**src/grid_astar_path_search_top_defines.svh**
```systemverilog
// Assertion macros for the grid A* search block.
// Used by the top level only.
`ifndef GRID_ASTAR_PATH_SEARCH_TOP_DEFINES_SVH
`define GRID_ASTAR_PATH_SEARCH_TOP_DEFINES_SVH
// assert that a implies b on the next cycle
`define GAS_ASSERT_NEXT(lbl, a, b, msg) \
  lbl: assert property (@(posedge clk) disable iff (!rst_n) (a) |=> (b)) else $error(msg);
// assert that a implies b in the same cycle
`define GAS_ASSERT_NOW(lbl, a, b, msg) \
  lbl: assert property (@(posedge clk) disable iff (!rst_n) (a) |-> (b)) else $error(msg);
`endif

```
**src/gas_ram.sv**
```systemverilog
// Generic single-port write, one-port registered-read RAM.
// No dependencies.
`default_nettype none
module gas_ram #(
  parameter int WIDTH = 8,
  parameter int DEPTH = 64
) (
  input  wire logic                     clk,
  input  wire logic                     we,
  input  wire logic [$clog2(DEPTH)-1:0] waddr,
  input  wire logic [WIDTH-1:0]         wdata,
  input  wire logic [$clog2(DEPTH)-1:0] raddr,
  output logic      [WIDTH-1:0]         rdata
);
  logic [WIDTH-1:0] mem [DEPTH];
  always_ff @(posedge clk) begin
    if (we) mem[waddr] <= wdata;
    rdata <= mem[raddr];
  end
endmodule
`default_nettype wire

```
**config.mk**
```make
export PLATFORM = sky130hd
export DESIGN_NAME = gas_ram
export DESIGN_NICKNAME = d
export VERILOG_FILES = /design/src/grid_astar_path_search_top_defines.svh /design/src/gas_ram.sv
export SDC_FILE = /design/constraint.sdc
export NUM_CORES = 1
export LEC_CHECK = 0
export BUFFER_PORTS_ARGS = -buffer_cell sky130_fd_sc_hd__buf_2
export CORE_ASPECT_RATIO = 1.25
export CORE_UTILIZATION = 45
export CTS_CLUSTER_SIZE = 10
export DETAILED_ROUTE_END_ITERATION = 10
export GPL_TIMING_DRIVEN = 0
export PLACE_DENSITY_LB_ADDON = 0.25
export SYNTH_ARGS = -nofsm -noshare
export SYNTH_HDL_FRONTEND = slang
export SYNTH_SLANG_ARGS = --single-unit
```
**constraint.sdc**
```tcl
create_clock -name clk -period 5.09 [get_ports clk]
set_input_delay 0.2545 -clock clk [delete_from_list [all_inputs] [get_ports clk]]
set_output_delay 0.2545 -clock clk [all_outputs]
set_load 0.1 [all_outputs]
```
==> impl_metrics.json <==
{
  "crit_path_start_kind": "primary input",
  "critical_path_class": "in -> reg",
  "cts_resized": 0,
  "worstHoldPathType": "in -> reg",
  "arrival_ns": 2.98,
  "clock_latency_ns": 0.58,
  "drv_slew": 0,
  "die_area_um2": 45700,
  "holdPathStages": 2,
  "hold_viol_final": 0,
  "grt_antenna_before_repair": 2,
  "h-tree-depth": 2,
  "cp_data_required_time_ns": 5.51,
  "cts_tree": "built",
  "wl_per_cell_um": 29.9,
  "synthTopCellsByCount": "edfxtp_1, mux4_2, nor2_1, mux2i_1, nand2_1",
  "synth_cells": 940,
  "synth.area.top_cells": "edfxtp_1, mux4_2, nor2_1, mux2i_1, dfxtp_1",
  "fp.dieH_um": 239,
  "place.gp.congestion": 0.884,
  "seq_area_frac_synth_pct": 77.0,
  "ctsHoldBuffers": 0,
  "numCtsBuffers": 58,
  "drcViolationCount": 0,
  "grt_max_degree": 65,
  "synth_edf_count": 512,
  "initial_core_util_pct": 45.7,
  "finalCriticalPeriod_ns": 2.56,
  "clock_sinks": 520,
  "synth.net_count": 962,
  "max-cap-violations": 0,
  "yosysMostFrequentCell": "edfxtp_1",
  "tns_ns": 0,
  "setup_violations": 0,
  "grt_pass1_wl_mm": 69.0,
  "power.density_nw_per_um2": 397,
  "fin_crit_sh_pct": 50.3,
  "synth.cell_area_um2": 20200,
  "peakVddDrop_v": 0.000277,
  "firstDrtPassIters": 4,
  "routed_via_density": 6.02,
  "wirelength_mm": 48.4,
  "post_cts_buffers": 0,
  "critPathMaxFanout": 10,
  "rsz0062_at_grt": "no",
  "dieWidth_um": 191,
  "area_growth_pct": 12.3,
  "row_count": 86,
  "syn_area_per_cell_um2": 21.5,
  "reg2reg_depth": 4,
  "skew_ns": 0.0135,
  "drtAntennaViolNets": 0,
  "yosysWarningCount": 0,
  "numPlacedInstances": 1533,
  "synth-seq-cells": 520,
  "synth_top_area_cell": "edfxtp_1",
  "finalNonFillerCells": 1621,
  "relSlewSlack_pct": 12.6,
  "drive_gt1_share_pct": 24.6,
  "pin_count": 30,
  "gr-total-overflow": 0,
  "track_usage_pct": 21.8,
  "dp_hpwl_mm": 30.7,
  "vias": 9765,
  "total_leakage_power_nw": 7.01,
  "io_buffer_count": 21,
  "cts.clk_slew.worst_paths_ns": 0.05,
  "nets": 1043,
  "grt_pass1_vias": 9967,
  "synth_top_area_share_pct": 76.2,
  "synth_flop_cell": "edfxtp_1",
  "status": "finished, final reports clean",
  "root_buffer": "clkbuf_16",
  "fmax_mhz": 391,
  "async_reset_ff_share_pct": 0,
  "ys_types": 40,
  "drt-initial-drc-count": 935,
  "tightest_slew_ns": 1.31,
  "core_um2": 44100,
  "end_kind": "flop",
  "cts_buffer_depth": 3
}
## sequential cells by signal, summed over array words and instances, names as in the netlist
name and cells:
mem 512, rdata 8
## per-layer routing
metal / vias up / wire, um / share of wire (%) / track usage (%)
met2: 431 / 24600 / 51 / 36.8
met1: 5141 / 18700 / 39 / 28.0
met5: - / 17 / 0.035 / 0
met4: 2 / 1990 / 4.1 / 9.28
li1: 4087 / - / - / -
met3: 104 / 3150 / 6.5 / 3.55
## final timing paths
| path | end | from | slack [ns] |
|---|---|---|---|
| hold reg to reg | rdata[0] | mem[22][0] | 0.94 |
| setup / recovery | rdata[4] | raddr[1] | 2.53 |
| hold / removal | rdata[3] | raddr[5] | 0.13 |
| setup reg to reg | rdata[3] | mem[3][3] | 2.85 |
## area by class of cell
| cell class | instances | area (um^2) |
|---|---|---|
| timing repair buffer | 21 | 105 |
| fill | 3492 | 21500 |
| clock inverter | 1 | 3.75 |
| tap | 572 | 716 |
| clock buffer | 86 | 1650 |
| antenna | 1 | 2.50 |
| multi-input combinational | 369 | 4330 |
| buffer | 51 | 317 |
| sequential | 520 | 15500 |
## per-stage QoR
| step | setup slack (ns) | cell area, um^2 | hold slack, ns | total power [mW] | utilization [%] |
|---|---|---|---|---|---|
| 6_report | 2.53 | 22700 | 0.132 | 9.00 | 51.3 |
| 5_1_grt | 2.50 | 22700 | 0.113 | 9.22 | 51.3 |
| 4_1_cts | 2.57 | 22600 | 0.0767 | 9.06 | 51.3 |
| 3_5_place_dp | 1.97 | 21000 | 0.687 | 5.37 | 47.6 |
| 3_3_place_gp | 2.03 | 21000 | 0.683 | 5.36 | 47.6 |
| 2_1_floorplan | 3.17 | 20200 | 0.353 | 5.15 | - |
## worst max-delay path: stages
cell and delay (ns):
buf_4 0.17, buf_2 0.42, buf_1 0.81, nand2_1 0.33, o221ai_1 0.28, nor2_1 0.11
nor3_1 0.36, o32ai_1 0.22
## cell usage in the layout, fill, tap and decap left out, types with 3 or more instances in the layout
master,netlist,layout
buf_1,4,4
clkbuf_1,17,39
nor2_1,83,83
buf_2,11,32
mux2_2,13,13
buf_4,13,13
edfxtp_1,512,512
o2bb2ai_1,3,3
a21oi_1,3,3
nor3_1,7,5
mux2i_1,23,23
a211oi_1,4,4
mux4_2,126,126
a221oi_1,6,6
o221ai_1,8,8
clkbuf_16,0,61
nand2b_1,7,7
o22ai_1,8,8
dfxtp_1,8,8
nand3b_1,3,3
nor2b_1,14,14
o2111ai_1,3,3
buf_6,4,4
nand2_1,19,19
a22oi_1,3,3
nand3_1,13,13
clkbuf_8,0,3
## cells by family (layout without fill, tap and decap cells)
group / Yosys count / count (layout) / share of synthesized area [%]
AO/OA/AOI/OAI: 54 / 54 / 2.07
multiplexers: 162 / 162 / 15.9
buffers and inverters: 51 / 159 / 1.57
other: 0 / 1 / 0
flip-flops: 520 / 520 / 77.0
AND/OR/NAND/NOR: 153 / 153 / 3.39
## power by group
| part | total, mW | leakage [nW] | switching, mW | internal [mW] |
|---|---|---|---|---|
| Combinational | 0.531 | 1.54 | 0.364 | 0.167 |
| Clock | 3.72 | 0.801 | 1.53 | 2.19 |
| Sequential | 4.75 | 4.67 | 0.00833 | 4.75 |
| Total | 9.00 | 7.01 | 1.90 | 7.10 |
(Power assumes the default switching activity.)
