===== config.mk =====
export PLATFORM = sky130hd
export DESIGN_NAME = gas_cell
export DESIGN_NICKNAME = d
export VERILOG_FILES = /design/src/grid_astar_path_search_top_defines.svh /design/src/gas_pkg.sv /design/src/gas_cell.sv
export SDC_FILE = /design/constraint.sdc
export NUM_CORES = 1
export LEC_CHECK = 0
export BUFFER_PORTS_ARGS = -buffer_cell sky130_fd_sc_hd__buf_2
export CORE_MARGIN = 2
export CORE_UTILIZATION = 31
export DETAILED_ROUTE_END_ITERATION = 10
export RECOVER_POWER = 50
export SLEW_MARGIN = 20
export SYNTH_ARGS = -nofsm -noshare
export SYNTH_HDL_FRONTEND = slang
export SYNTH_SLANG_ARGS = --single-unit
export TNS_END_PERCENT = 50

===== constraint.sdc =====
create_clock -name clk -period 4.7 [get_ports clk]
set_input_delay 0.235 -clock clk [delete_from_list [all_inputs] [get_ports clk]]
set_output_delay 0.235 -clock clk [all_outputs]
set_load 0.005 [all_outputs]

===== src/grid_astar_path_search_top_defines.svh =====
// Assertion macros for the grid A* search block.
// Used by the top level only.
`ifndef GRID_ASTAR_PATH_SEARCH_TOP_DEFINES_SVH
`define GRID_ASTAR_PATH_SEARCH_TOP_DEFINES_SVH
// assert that a implies b on the next cycle
`define GAS_ASSERT_NEXT(lbl, a, b, msg) \
  lbl: assert property (@(posedge clk) disable iff (!rst_n) (a) |=> (b)) else $error(msg);
// assert that a implies b in the same cycle
`define GAS_ASSERT_NOW(lbl, a, b, msg) \
  lbl: assert property (@(posedge clk) disable iff (!rst_n) (a) |-> (b)) else $error(msg);
`endif


===== src/gas_pkg.sv =====
// Package for the grid A* search block: types, codes, neighbor offsets.
// No dependencies.
`default_nettype none
package gas_pkg;
  localparam int GRID_ROWS = 8;
  localparam int GRID_COLS = 8;

  localparam logic [1:0] ST_PATH    = 2'd0;
  localparam logic [1:0] ST_RANGE   = 2'd1;
  localparam logic [1:0] ST_BLOCKED = 2'd2;
  localparam logic [1:0] ST_NOPATH  = 2'd3;
  localparam logic [15:0] SAT16 = 16'hFFFF;

  // row/col offsets of the eight neighbors, in expansion order
  function automatic logic signed [1:0] nbr_dr(input logic [2:0] k);
    case (k)
      3'd0, 3'd6, 3'd7: nbr_dr = -2'sd1;
      3'd1, 3'd5:       nbr_dr = 2'sd0;
      default:          nbr_dr = 2'sd1;
    endcase
  endfunction
  function automatic logic signed [1:0] nbr_dc(input logic [2:0] k);
    case (k)
      3'd0, 3'd1, 3'd2: nbr_dc = -2'sd1;
      3'd3, 3'd7:       nbr_dc = 2'sd0;
      default:          nbr_dc = 2'sd1;
    endcase
  endfunction

  function automatic logic [15:0] sat_add(input logic [15:0] a, input logic [15:0] b);
    logic [16:0] s;
    s = {1'b0, a} + {1'b0, b};
    sat_add = s[16] ? SAT16 : s[15:0];
  endfunction

  typedef enum logic [7:0] {
    S_IDLE   = 8'b00000001,
    S_CLEAR  = 8'b00000010,
    S_SCAN   = 8'b00000100,
    S_PICK   = 8'b00001000,
    S_NBR    = 8'b00010000,
    S_UPD    = 8'b00100000,
    S_OUT    = 8'b01000000,
    S_WALK   = 8'b10000000
  } state_t;

  // command from the controller to every cell
  typedef struct packed {
    logic       clear;     // start of search: drop flags
    logic       seed;      // initialize start cell
    logic       close;     // close the selected cell
    logic       upd;       // write f into the addressed cell; g/parent go to the RAMs
    logic [5:0] addr;
    logic [15:0] g;
    logic [15:0] f;
    logic [5:0] parent;
  } cell_cmd_t;

  // minimum candidate passed along the chain
  typedef struct packed {
    logic       vld;
    logic [15:0] f;
    logic [5:0] idx;
  } cand_t;
endpackage
`default_nettype wire


===== src/gas_cell.sv =====
// One grid cell of the search chain: open/closed/reached flags and f value.
// Compares its own candidate against the one handed in from its neighbor.
// Depends on gas_pkg.
`default_nettype none
module gas_cell import gas_pkg::*; #(
  parameter logic [5:0] IDX = 6'd0
) (
  input  wire logic      clk,
  input  wire logic      rst_n,
  input  wire cell_cmd_t cmd,
  input  wire cand_t     cand_in,
  output cand_t          cand_out,
  output logic           closed,
  output logic           reached,
  output logic [15:0]    f_val
);
  logic open_r, closed_r, reached_r;
  logic [15:0] f_r;
  cand_t cand_r;
  logic mine;

  assign mine = cmd.addr == IDX;

  always_ff @(posedge clk) begin
    if (!rst_n) begin
      open_r <= 1'b0;
      closed_r <= 1'b0;
      reached_r <= 1'b0;
      cand_r.vld <= 1'b0;
    end else begin
      if (cmd.clear) begin
        open_r <= 1'b0;
        closed_r <= 1'b0;
        reached_r <= 1'b0;
      end else if ((cmd.seed || cmd.upd) && mine) begin
        open_r <= 1'b1;
        reached_r <= 1'b1;
      end else if (cmd.close && mine) begin
        open_r <= 1'b0;
        closed_r <= 1'b1;
      end
      // lower index wins ties: incoming comes from lower cells
      if (open_r && (!cand_in.vld || f_r < cand_in.f)) begin
        cand_r.vld <= 1'b1;
        cand_r.f <= f_r;
        cand_r.idx <= IDX;
      end else begin
        cand_r <= cand_in;
      end
    end
    if ((cmd.seed || cmd.upd) && mine && !cmd.clear) f_r <= cmd.f;
  end

  assign cand_out = cand_r;
  assign closed = closed_r;
  assign reached = reached_r;
  assign f_val = f_r;
endmodule
`default_nettype wire


==> flow_summary_export.csv, run 1 <==
group,metric,value,unit
critical_path,r2r_slack,2.06,ns
critical_path,start_kind,"register",
global_route,grt_pass1_wl,6789,um
worst_hold_path,hold_class,"input port to register",
synthesis,synth.distinct_cells,27,
sta,rsz0062_at_grt,"false",
flow_run,cap_viol_max_count,0,
critical_path,endpoint,"cand_out[7]",
power_and_ir_drop,pwr-share-clk,31.1,%
cells_and_area,nFillCells,639,
cts,cts_made_buffers,5,
detailed_routing,drt_iter0_drc,35,
cells_and_area,final_common_cell,"buf_2",
power_and_ir_drop,power_frac_seq,59.0,%
worst_hold_path,holdPathStages,1,
synthesis,syn-cell-area,2018,sq um
sta,fmax,0.3785,GHz
power_and_ir_drop,p_per_area,273.1,nW/um^2
cells_and_area,seq_area,1221,sq um
sta,relSlewSlack,6.916,%
synthesis,syn_inst,137,
sta,hold_violations,0,
cells_and_area,fin_nets,323,
synthesis,synth_ff_type,"edfxtp_1",
synthesis,ys_ff_latch,42,
cells_and_area,stdcell_count,313,
critical_path,crit_fanout,18,
detailed_routing,wl_per_cell,13.63,um
power_and_ir_drop,switching_share,21.67,%
cts,htree_levels,2,
cts,cts_setup_buffers,0,
floorplanning,die_h,84.69,um
cells_and_area,area_growth,30.19,%
critical_path,end_kind,"register",
global_route,grt_max_degree,25,
detailed_routing,vias,1411,
detailed_routing,ant_nets,0,
cts,root_buffer,"clkbuf_8",
floorplanning,core,6314,sq um
placed_design,pre_cts_ws,2.028,ns
sta,fin_skew,0.006687,ns
synthesis,async_reset_ff_share,0,%
floorplanning,dieWidth,84.69,um
power_and_ir_drop,peakVddDrop,0.1117,mV
critical_path,r2r_start,"f_val[15]",
critical_path,crit_path_start,"f_val[15]",
floorplanning,rows,29,
cts,cts_tree,"built",
sta,finalSetupTns,0,ns
sta,fin_ws,2.058,ns
power_and_ir_drop,p_comb_share,9.9,%
cts,cts_sinks,42,
sta,tightest_slew,1.396,ns
global_route,gr-usage-all-layers,12.17,%
detailed_routing,vias_per_cell,4.508,
status,status,"finished clean",
floorplanning,die_area,7172,sq um
synthesis,synth.yosys.warnings,0,
synthesis,synth_edf_count,38,
placed_design,detailedPlacementHpwl,3371,um
power_and_ir_drop,p_leak,1.186,nW
global_route,first_global_vias,1369,
cells_and_area,drive_gt1_share,44.92,%
cells_and_area,finish.utilization,41.62,%
floorplanning,start_util,31.97,%
critical_path,worst_r2r_path_depth,7,
critical_path,critical_path_class,"register to register",
synthesis,seq_area_frac_synth,60.51,%
cells_and_area,multi_input_area,710.7,sq um
sta,setup_violations,0,
synthesis,synth_nets,225,
sta,period_minus_slack,2.642,ns
power_and_ir_drop,power_switching,155.5,uW
sta,min_period_over_period,56.21,%
placed_design,portBuffers,91,
cts,clkTransAtPathRegs,0.08,ns
placed_design,dp.cells,305,
detailed_routing,dr.pass1.iters,4,
power_and_ir_drop,internal_power,562.0,uW
critical_path,crit_required,4.75,ns
critical_path,cp.arrival,2.69,ns
placed_design,gp_congestion,0.8387,
critical_path,r2r-end,"cand_out[7]",
global_route,antenna_found_initial,0,
cts,cts_resized,0,
cells_and_area,mostFrequentLayoutCells,"78 x buf_2, 38 x edfxtp_1, 17 x inv_1",
floorplanning,io_pins,114,
global_route,gr-total-overflow,0,
sta,hold_slack,0.1136,ns
cts,hold_buffers,0,
cts,insertion_delay,0.29,ns
sta,drv_slew,0,
detailed_routing,drc,0,
cts,clk_path_buf_depth,2,
cells_and_area,antenna_cells,0,
synthesis,syn_area_per_cell,14.73,sq um
detailed_routing,finalWirelength,4266,um
## critical path: stages (launching register included)
cell and delay (ns):
edfxtp_1 0.43, ha_1 0.34, nand4_1 0.17, nor2_1 0.19, nand3b_1 0.11, a32oi_2 0.42
buf_4 0.37, mux2_2 0.37
## synthesized netlist by cell type, types with 2 or more instances
| cell type | count | area (sq um) |
|---|---|---|
| a21oi_1 | 6 | 30.03 |
| and2_1 | 6 | 37.54 |
| buf_6 | 2 | 22.52 |
| dfxtp_1 | 4 | 80.08 |
| edfxtp_1 | 38 | 1141 |
| ha_1 | 15 | 187.7 |
| inv_1 | 17 | 63.81 |
| mux2_2 | 2 | 22.52 |
| mux2_4 | 14 | 210.2 |
| nand2_1 | 4 | 15.01 |
| nand3_1 | 2 | 10.01 |
| nand4_1 | 4 | 25.02 |
| nor2_1 | 7 | 26.28 |
| nor2b_1 | 2 | 12.51 |
| o21ai_0 | 2 | 10.01 |
## metrics by stage
step / total power [mW] / instance area, sq um
after global routing: 0.7571 / 2628
after global placement: 0.5031 / 2562
after detailed placement: 0.5053 / 2562
final: 0.7175 / 2628
after CTS: 0.7293 / 2644
after floorplan: 0.4625 / 2018
## registers in the layout (all words and copies together), names as in the netlist
| signal | cells |
|---|---|
| cand_out | 23 |
| closed | 1 |
| f_val | 16 |
| open_r | 1 |
| reached | 1 |
## logic make-up after synthesis
kind of cell	after synthesis	share of synthesized area, %
AO/OA/AOI/OAI	14	5.828
adder cells (fa/ha/maj)	15	9.299
buffers and inverters	19	4.278
flip-flops	42	60.51
multiplexers	16	11.53
AND/OR/NAND/NOR	31	8.556
## layer usage
metal | up-vias | part of all wire [%] | GRT usage (%)
met5 | - | 0 | 0
met4 | 0 | 1.5 | 3.608
met3 | 8 | 7.9 | 4.720
met2 | 58 | 49 | 20.47
met1 | 650 | 42 | 14.45
li1 | 695 | - | -
## power groups by stage
| stage | clock [mW] | combinational, mW | sequential [mW] |
|---|---|---|---|
| 4_1_cts | 0.232 | 0.0739 | 0.423 |
| 5_1_grt | 0.252 | 0.0805 | 0.425 |
| 6_report | 0.223 | 0.0713 | 0.423 |
| 3_5_place_dp | 0 | 0.0735 | 0.432 |
| 2_1_floorplan | 0 | 0.0288 | 0.434 |
| 3_3_place_gp | 0 | 0.0718 | 0.431 |
## cell type report
class                      instances  share of cell area [%]
sequential                        42                   46.48
multi-input combinational         76                   27.05
timing repair buffer              93                   17.29
tap                               77                   3.667
clock buffer                       6                   2.762
inverter                          17                   2.429
clock inverter                     2                  0.3333
## worst min-delay path by stage
| stage | slack, ns | startpoint | endpoint |
|---|---|---|---|
| 2_1_floorplan | 0.33 | cmd[6] | f_val[0] |
| 5_1_grt | 0.1 | cmd[12] | f_val[6] |
| 3_3_place_gp | 0.41 | cmd[16] | f_val[10] |
| 4_1_cts | 0.11 | cmd[9] | f_val[3] |
| 6_report | 0.11 | cmd[9] | f_val[3] |
| 3_5_place_dp | 0.41 | cmd[16] | f_val[10] |
No activity file was read; power rests on OpenSTA's default activity.
==> inputs of run 2 (changes only) <==
clock period = 2.2 ns   (was 4.7 ns; I/O delays follow)
==> run 2 against run 1 <==
  * The flow now finishes with violations (setup timing)
  * Sequential share of layout area down 5.6 points
  * Global-route usage about the same
  * Register-to-register slack worse by 2.1 ns
  * Combinational power rose to 2.6 times the previous value
  * Via count up 7.7%
  * Worst setup slack worse by 2.1 ns
  * First-iteration DRC count up 11%
  * Clock skew up 0.00077 ns
  * Sequential power up 110%
  * Count of clock-buffer cells in the layout unchanged
  * Largest power group unchanged
==> flow_summary_export.csv, run 2 (same netlist as run 1, synthesis figures left out) <==
group,metric,value,unit
sta,tightest_slew,1.348,ns
cells_and_area,final_common_cell,"buf_2",
cts,clkTransAtPathRegs,0.08,ns
cells_and_area,fin_nets,358,
worst_hold_path,min_to,"cand_out[22]",
sta,rsz0062_at_grt,"true",
critical_path,r2r_slack,-0.05,ns
cts,insertion_delay,0.29,ns
cells_and_area,drive_gt1_share,51.29,%
detailed_routing,drt_iter0_drc,39,
floorplanning,io_pins,114,
cells_and_area,antenna_cells,0,
status,violations,"setup timing",
critical_path,r2r-end,"cand_out[7]",
floorplanning,core,6314,sq um
cts,cts_setup_buffers,0,
sta,fin_ws,-0.04650,ns
cells_and_area,mostFrequentLayoutCells,"86 x buf_2, 38 x edfxtp_1, 20 x buf_4",
floorplanning,die_h,84.69,um
critical_path,worst_r2r_path_depth,7,
sta,fin_skew,0.007456,ns
worst_hold_path,holdPathStages,2,
placed_design,dpl_cell_area,2720,sq um
worst_hold_path,min_from,"cand_in[22]",
detailed_routing,vias_per_cell,4.365,
cells_and_area,area_growth,48.05,%
sta,relSlewSlack,10.11,%
sta,hold_slack,0.05179,ns
cells_and_area,seq_area,1221,sq um
sta,min_period_over_period,102.1,%
sta,fmax,0.4451,GHz
global_route,gr-usage-all-layers,12.20,%
power_and_ir_drop,p_leak,1.379,nW
floorplanning,rows,29,
placed_design,portBuffers,91,
placed_design,gp_congestion,0.7936,
sta,setup_violations,14,
detailed_routing,wl_per_cell,12.26,um
worst_hold_path,hold_class,"input port to register",
detailed_routing,vias,1519,
cts,cts_tree,"built",
critical_path,crit_fanout,11,
critical_path,cp.arrival,2.29,ns
detailed_routing,drc,0,
cells_and_area,multi_input_area,732.0,sq um
cells_and_area,nFillCells,590,
cts,clk_path_buf_depth,2,
floorplanning,die_area,7172,sq um
sta,drv_slew,0,
placed_design,dp.cells,324,
cts,root_buffer,"clkbuf_8",
critical_path,critical_path_class,"register to register",
critical_path,end_kind,"register",
cells_and_area,stdcell_count,348,
global_route,antenna_found_initial,0,
detailed_routing,dr.pass1.iters,4,
cts,cts_made_buffers,5,
placed_design,detailedPlacementHpwl,3396,um
cells_and_area,largest_register_ffs,23,
flow_run,cap_viol_max_count,0,
detailed_routing,ant_nets,0,
global_route,gr-total-overflow,0,
cts,cts_sinks,42,
critical_path,crit_required,2.25,ns
critical_path,start_kind,"register",
cts,htree_levels,2,
critical_path,r2r_start,"f_val[14]",
detailed_routing,finalWirelength,4267,um
power_and_ir_drop,p_per_area,533.7,nW/um^2
sta,period_minus_slack,2.246,ns
cells_and_area,final_area,2988,sq um
floorplanning,dieWidth,84.69,um
power_and_ir_drop,peakVddDrop,0.2792,mV
global_route,first_global_vias,1491,
global_route,grt_pass1_wl,6837,um
global_route,grt_max_degree,25,
status,status,"finished, violations left",
floorplanning,start_util,31.97,%
sta,hold_violations,0,
-- run 2: worst max path at each step --
| stage | start | slack (ns) | to |
|---|---|---|---|
| after floorplan | f_val[15] | 0.02 | cand_out[10] |
| after global placement | f_val[14] | -0.05 | cand_out[7] |
| after detailed placement | f_val[13] | -0.09 | cand_out[6] |
| after CTS | f_val[15] | -0.05 | cand_out[7] |
| after global routing | f_val[14] | -0.16 | cand_out[7] |
| final | f_val[14] | -0.05 | cand_out[7] |
-- run 2: metal layers --
layer	GRT usage [%]	vias to the layer above	share of wire, %
li1	-	765	-
met1	14.78	683	42
met2	21.19	63	49
met3	3.147	8	7.5
met4	3.896	0	1.4
met5	0	-	0
-- run 2: per-stage QoR --
stage	power (mW)	utilization, %	TNS (ns)	worst slack (ns)
2_1_floorplan	0.9880	-	0	0.02011
3_3_place_gp	1.083	43.08	-0.4173	-0.05099
3_5_place_dp	1.086	43.08	-1.052	-0.09072
4_1_cts	1.622	47.42	-0.4234	-0.05072
5_1_grt	1.676	47.32	-2.465	-0.1561
6_report	1.595	47.32	-0.3444	-0.04650
-- run 2: area by class of cell --
type | instances | area share [%]
flip-flops and latches | 42 | 40.87
clock buffers | 6 | 2.764
repair buffers | 128 | 26.09
well taps | 77 | 3.224
multi-input cells | 76 | 24.50
clock inverters | 2 | 0.4188
inverters | 17 | 2.136
-- run 2: what timing repair did --
item	4_1_cts	5_1_grt
gates cloned	0	0
hold buffers	16	0
endpoints found under the setup margin	18	22
pin swaps	3	0
hold endpoints to repair	16	0
gates resized for setup	3	0
-- run 2: critical path, cell delays in order, from the launching register on --
cell	delay (ns)
edfxtp_1	0.40
ha_1	0.31
nand4_1	0.18
nor2_2	0.16
nand3b_1	0.12
a32oi_2	0.31
buf_12	0.20
mux2_2	0.33
-- run 2: report_power, final --
group / leakage [nW] / switching, mW / internal, mW / total, mW
logic: 0.940 / 0.0738 / 0.111 / 0.185
registers: 0.392 / 0.00589 / 0.898 / 0.904
clock network: 0.0472 / 0.254 / 0.252 / 0.506
total: 1.38 / 0.334 / 1.26 / 1.59
==> inputs of run 3 (changes only) <==
CORE_ASPECT_RATIO = 2   (was unset)
==> run 3 against run 2 <==
  * The flow still finishes with violations (setup timing)
  * Via count rose by 1.2%
  * Largest cell class unchanged
  * Power rose by 13%
  * Global-route usage rose by 2.1 points
  * Largest power group unchanged
  * Sequential cell count did not move
  * Highest routed layer unchanged
  * Fmax fell by 1.6%
  * Register-to-register slack got worse by 0.04 ns
  * Worst setup slack got worse by 0.037 ns
  * Die area rose by 0.55%
  * Non-clock buffer count fell by 5
  * Hold slack got worse by 0.044 ns
==> flow_summary_export.csv, run 3 (same netlist as run 1, synthesis figures left out) <==
group,metric,value,unit
cells_and_area,mostFrequentLayoutCells,"84 x buf_2, 38 x edfxtp_1, 17 x inv_1",
detailed_routing,ant_nets,0,
cells_and_area,final_area,3073,sq um
power_and_ir_drop,peakVddDrop,0.6497,mV
sta,relSlewSlack,9.183,%
sta,setup_violations,16,
critical_path,crit_required,2.23,ns
floorplanning,die_h,118.1,um
critical_path,end_kind,"register",
flow_run,cap_viol_max_count,0,
cts,root_buffer,"clkbuf_16",
sta,drv_slew,0,
global_route,grt_pass1_wl,7389,um
detailed_routing,vias_per_cell,4.366,
floorplanning,core,6310,sq um
power_and_ir_drop,finalPower,1.802,mW
placed_design,gp_congestion,0.7432,
cells_and_area,area_growth,52.26,%
critical_path,cp.arrival,2.32,ns
critical_path,crit_path_start,"f_val[14]",
global_route,gr-usage-all-layers,14.27,%
sta,min_period_over_period,103.8,%
floorplanning,rows,41,
global_route,first_global_vias,1610,
detailed_routing,drc,0,
detailed_routing,wl_per_cell,13.78,um
placed_design,detailedPlacementHpwl,3590,um
cts,cts_tree,"built",
sta,fin_ws,-0.08369,ns
power_and_ir_drop,p_per_area,586.4,nW/um^2
sta,period_minus_slack,2.284,ns
detailed_routing,drt_iter0_drc,49,
status,status,"finished, violations left",
cts,cts_made_buffers,5,
floorplanning,dieWidth,61.06,um
sta,tightest_slew,1.362,ns
floorplanning,start_util,31.98,%
cells_and_area,drive_gt1_share,51.50,%
cells_and_area,antenna_cells,0,
sta,hold_violations,0,
global_route,antenna_found_initial,0,
placed_design,dpl_cell_area,2686,sq um
placed_design,portBuffers,91,
critical_path,start_kind,"register",
power_and_ir_drop,p_leak,1.406,nW
sta,hold_slack,0.007645,ns
critical_path,r2r_start,"f_val[14]",
detailed_routing,finalWirelength,4849,um
global_route,gr-total-overflow,0,
sta,fin_skew,0.004040,ns
critical_path,critical_path_class,"register to register",
global_route,grt_max_degree,25,
cells_and_area,fin_nets,353,
cts,clkTransAtPathRegs,0.06,ns
detailed_routing,vias,1537,
worst_hold_path,min_from,"cmd[17]",
cells_and_area,largest_register_ffs,23,
detailed_routing,dr.pass1.iters,4,
cts,htree_levels,2,
sta,fmax,0.4379,GHz
floorplanning,die_area,7211,sq um
worst_hold_path,hold_class,"input port to register",
critical_path,crit_fanout,11,
sta,rsz0062_at_grt,"true",
cts,clk_path_buf_depth,2,
cells_and_area,final_common_cell,"buf_2",
floorplanning,io_pins,114,
status,violations,"setup timing",
cts,insertion_delay,0.29,ns
cts,cts_sinks,42,
-- run 3: cell type report --
type | instances | area, sq um
Multi-Input combinational cell | 76 | 764.5
Timing Repair Buffer | 123 | 773.2
Sequential cell | 42 | 1221
Tap cell | 86 | 107.6
Clock inverter | 2 | 13.76
Fill cell | 580 | 3237
Clock buffer | 6 | 128.9
Inverter | 17 | 63.81
-- run 3: report_power, final --
| part | switching (mW) | internal (mW) | leakage (nW) |
|---|---|---|---|
| registers | 0.00702 | 0.899 | 0.392 |
| clock network | 0.292 | 0.420 | 0.0708 |
| logic | 0.0764 | 0.107 | 0.943 |
-- run 3: repair_timing --
action	in CTS	in global routing
endpoints found under the hold margin	12	0
setup buffers	2	1
pin swaps	7	1
resized for setup	6	4
hold buffers	12	0
endpoints found under the setup margin	16	18
cloned	2	0
-- run 3: final timing paths --
kind | to | slack (ns) | depth (start not counted)
worst max register to register | cand_out[10] | -0.08 | 8
worst max-delay path | cand_out[10] | -0.08 | 8
worst min-delay path | f_val[11] | 0.008 | 1
worst min register to register | reached | 0.48 | 2
-- run 3: per-layer routing --
layer	GRT usage, %	vias to the layer above	share of wire [%]
met3	3.626	6	5.4
met4	6.114	0	2.0
met2	26.53	55	59
met5	0	-	0
met1	13.53	715	34
li1	-	761	-
-- run 3: critical path, cell delays in order (launching register included) --
cell and delay (ns):
edfxtp_1 0.44, ha_4 0.30, nand4_1 0.17, o21ai_1 0.23
a311oi_2 0.06, a32oi_2 0.23, buf_4 0.18, buf_16 0.13
mux2_4 0.29
-- run 3: through the flow --
step	utilization [%]	cells	setup WS (ns)	setup TNS (ns)
floorplan	-	137	0.02011	0
global placement	42.57	327	-0.08436	-0.8924
detailed placement	42.57	327	-0.1133	-1.265
CTS	48.34	351	-0.08916	-1.317
global route	48.70	352	-0.2051	-2.971
finish	48.70	352	-0.08369	-1.135
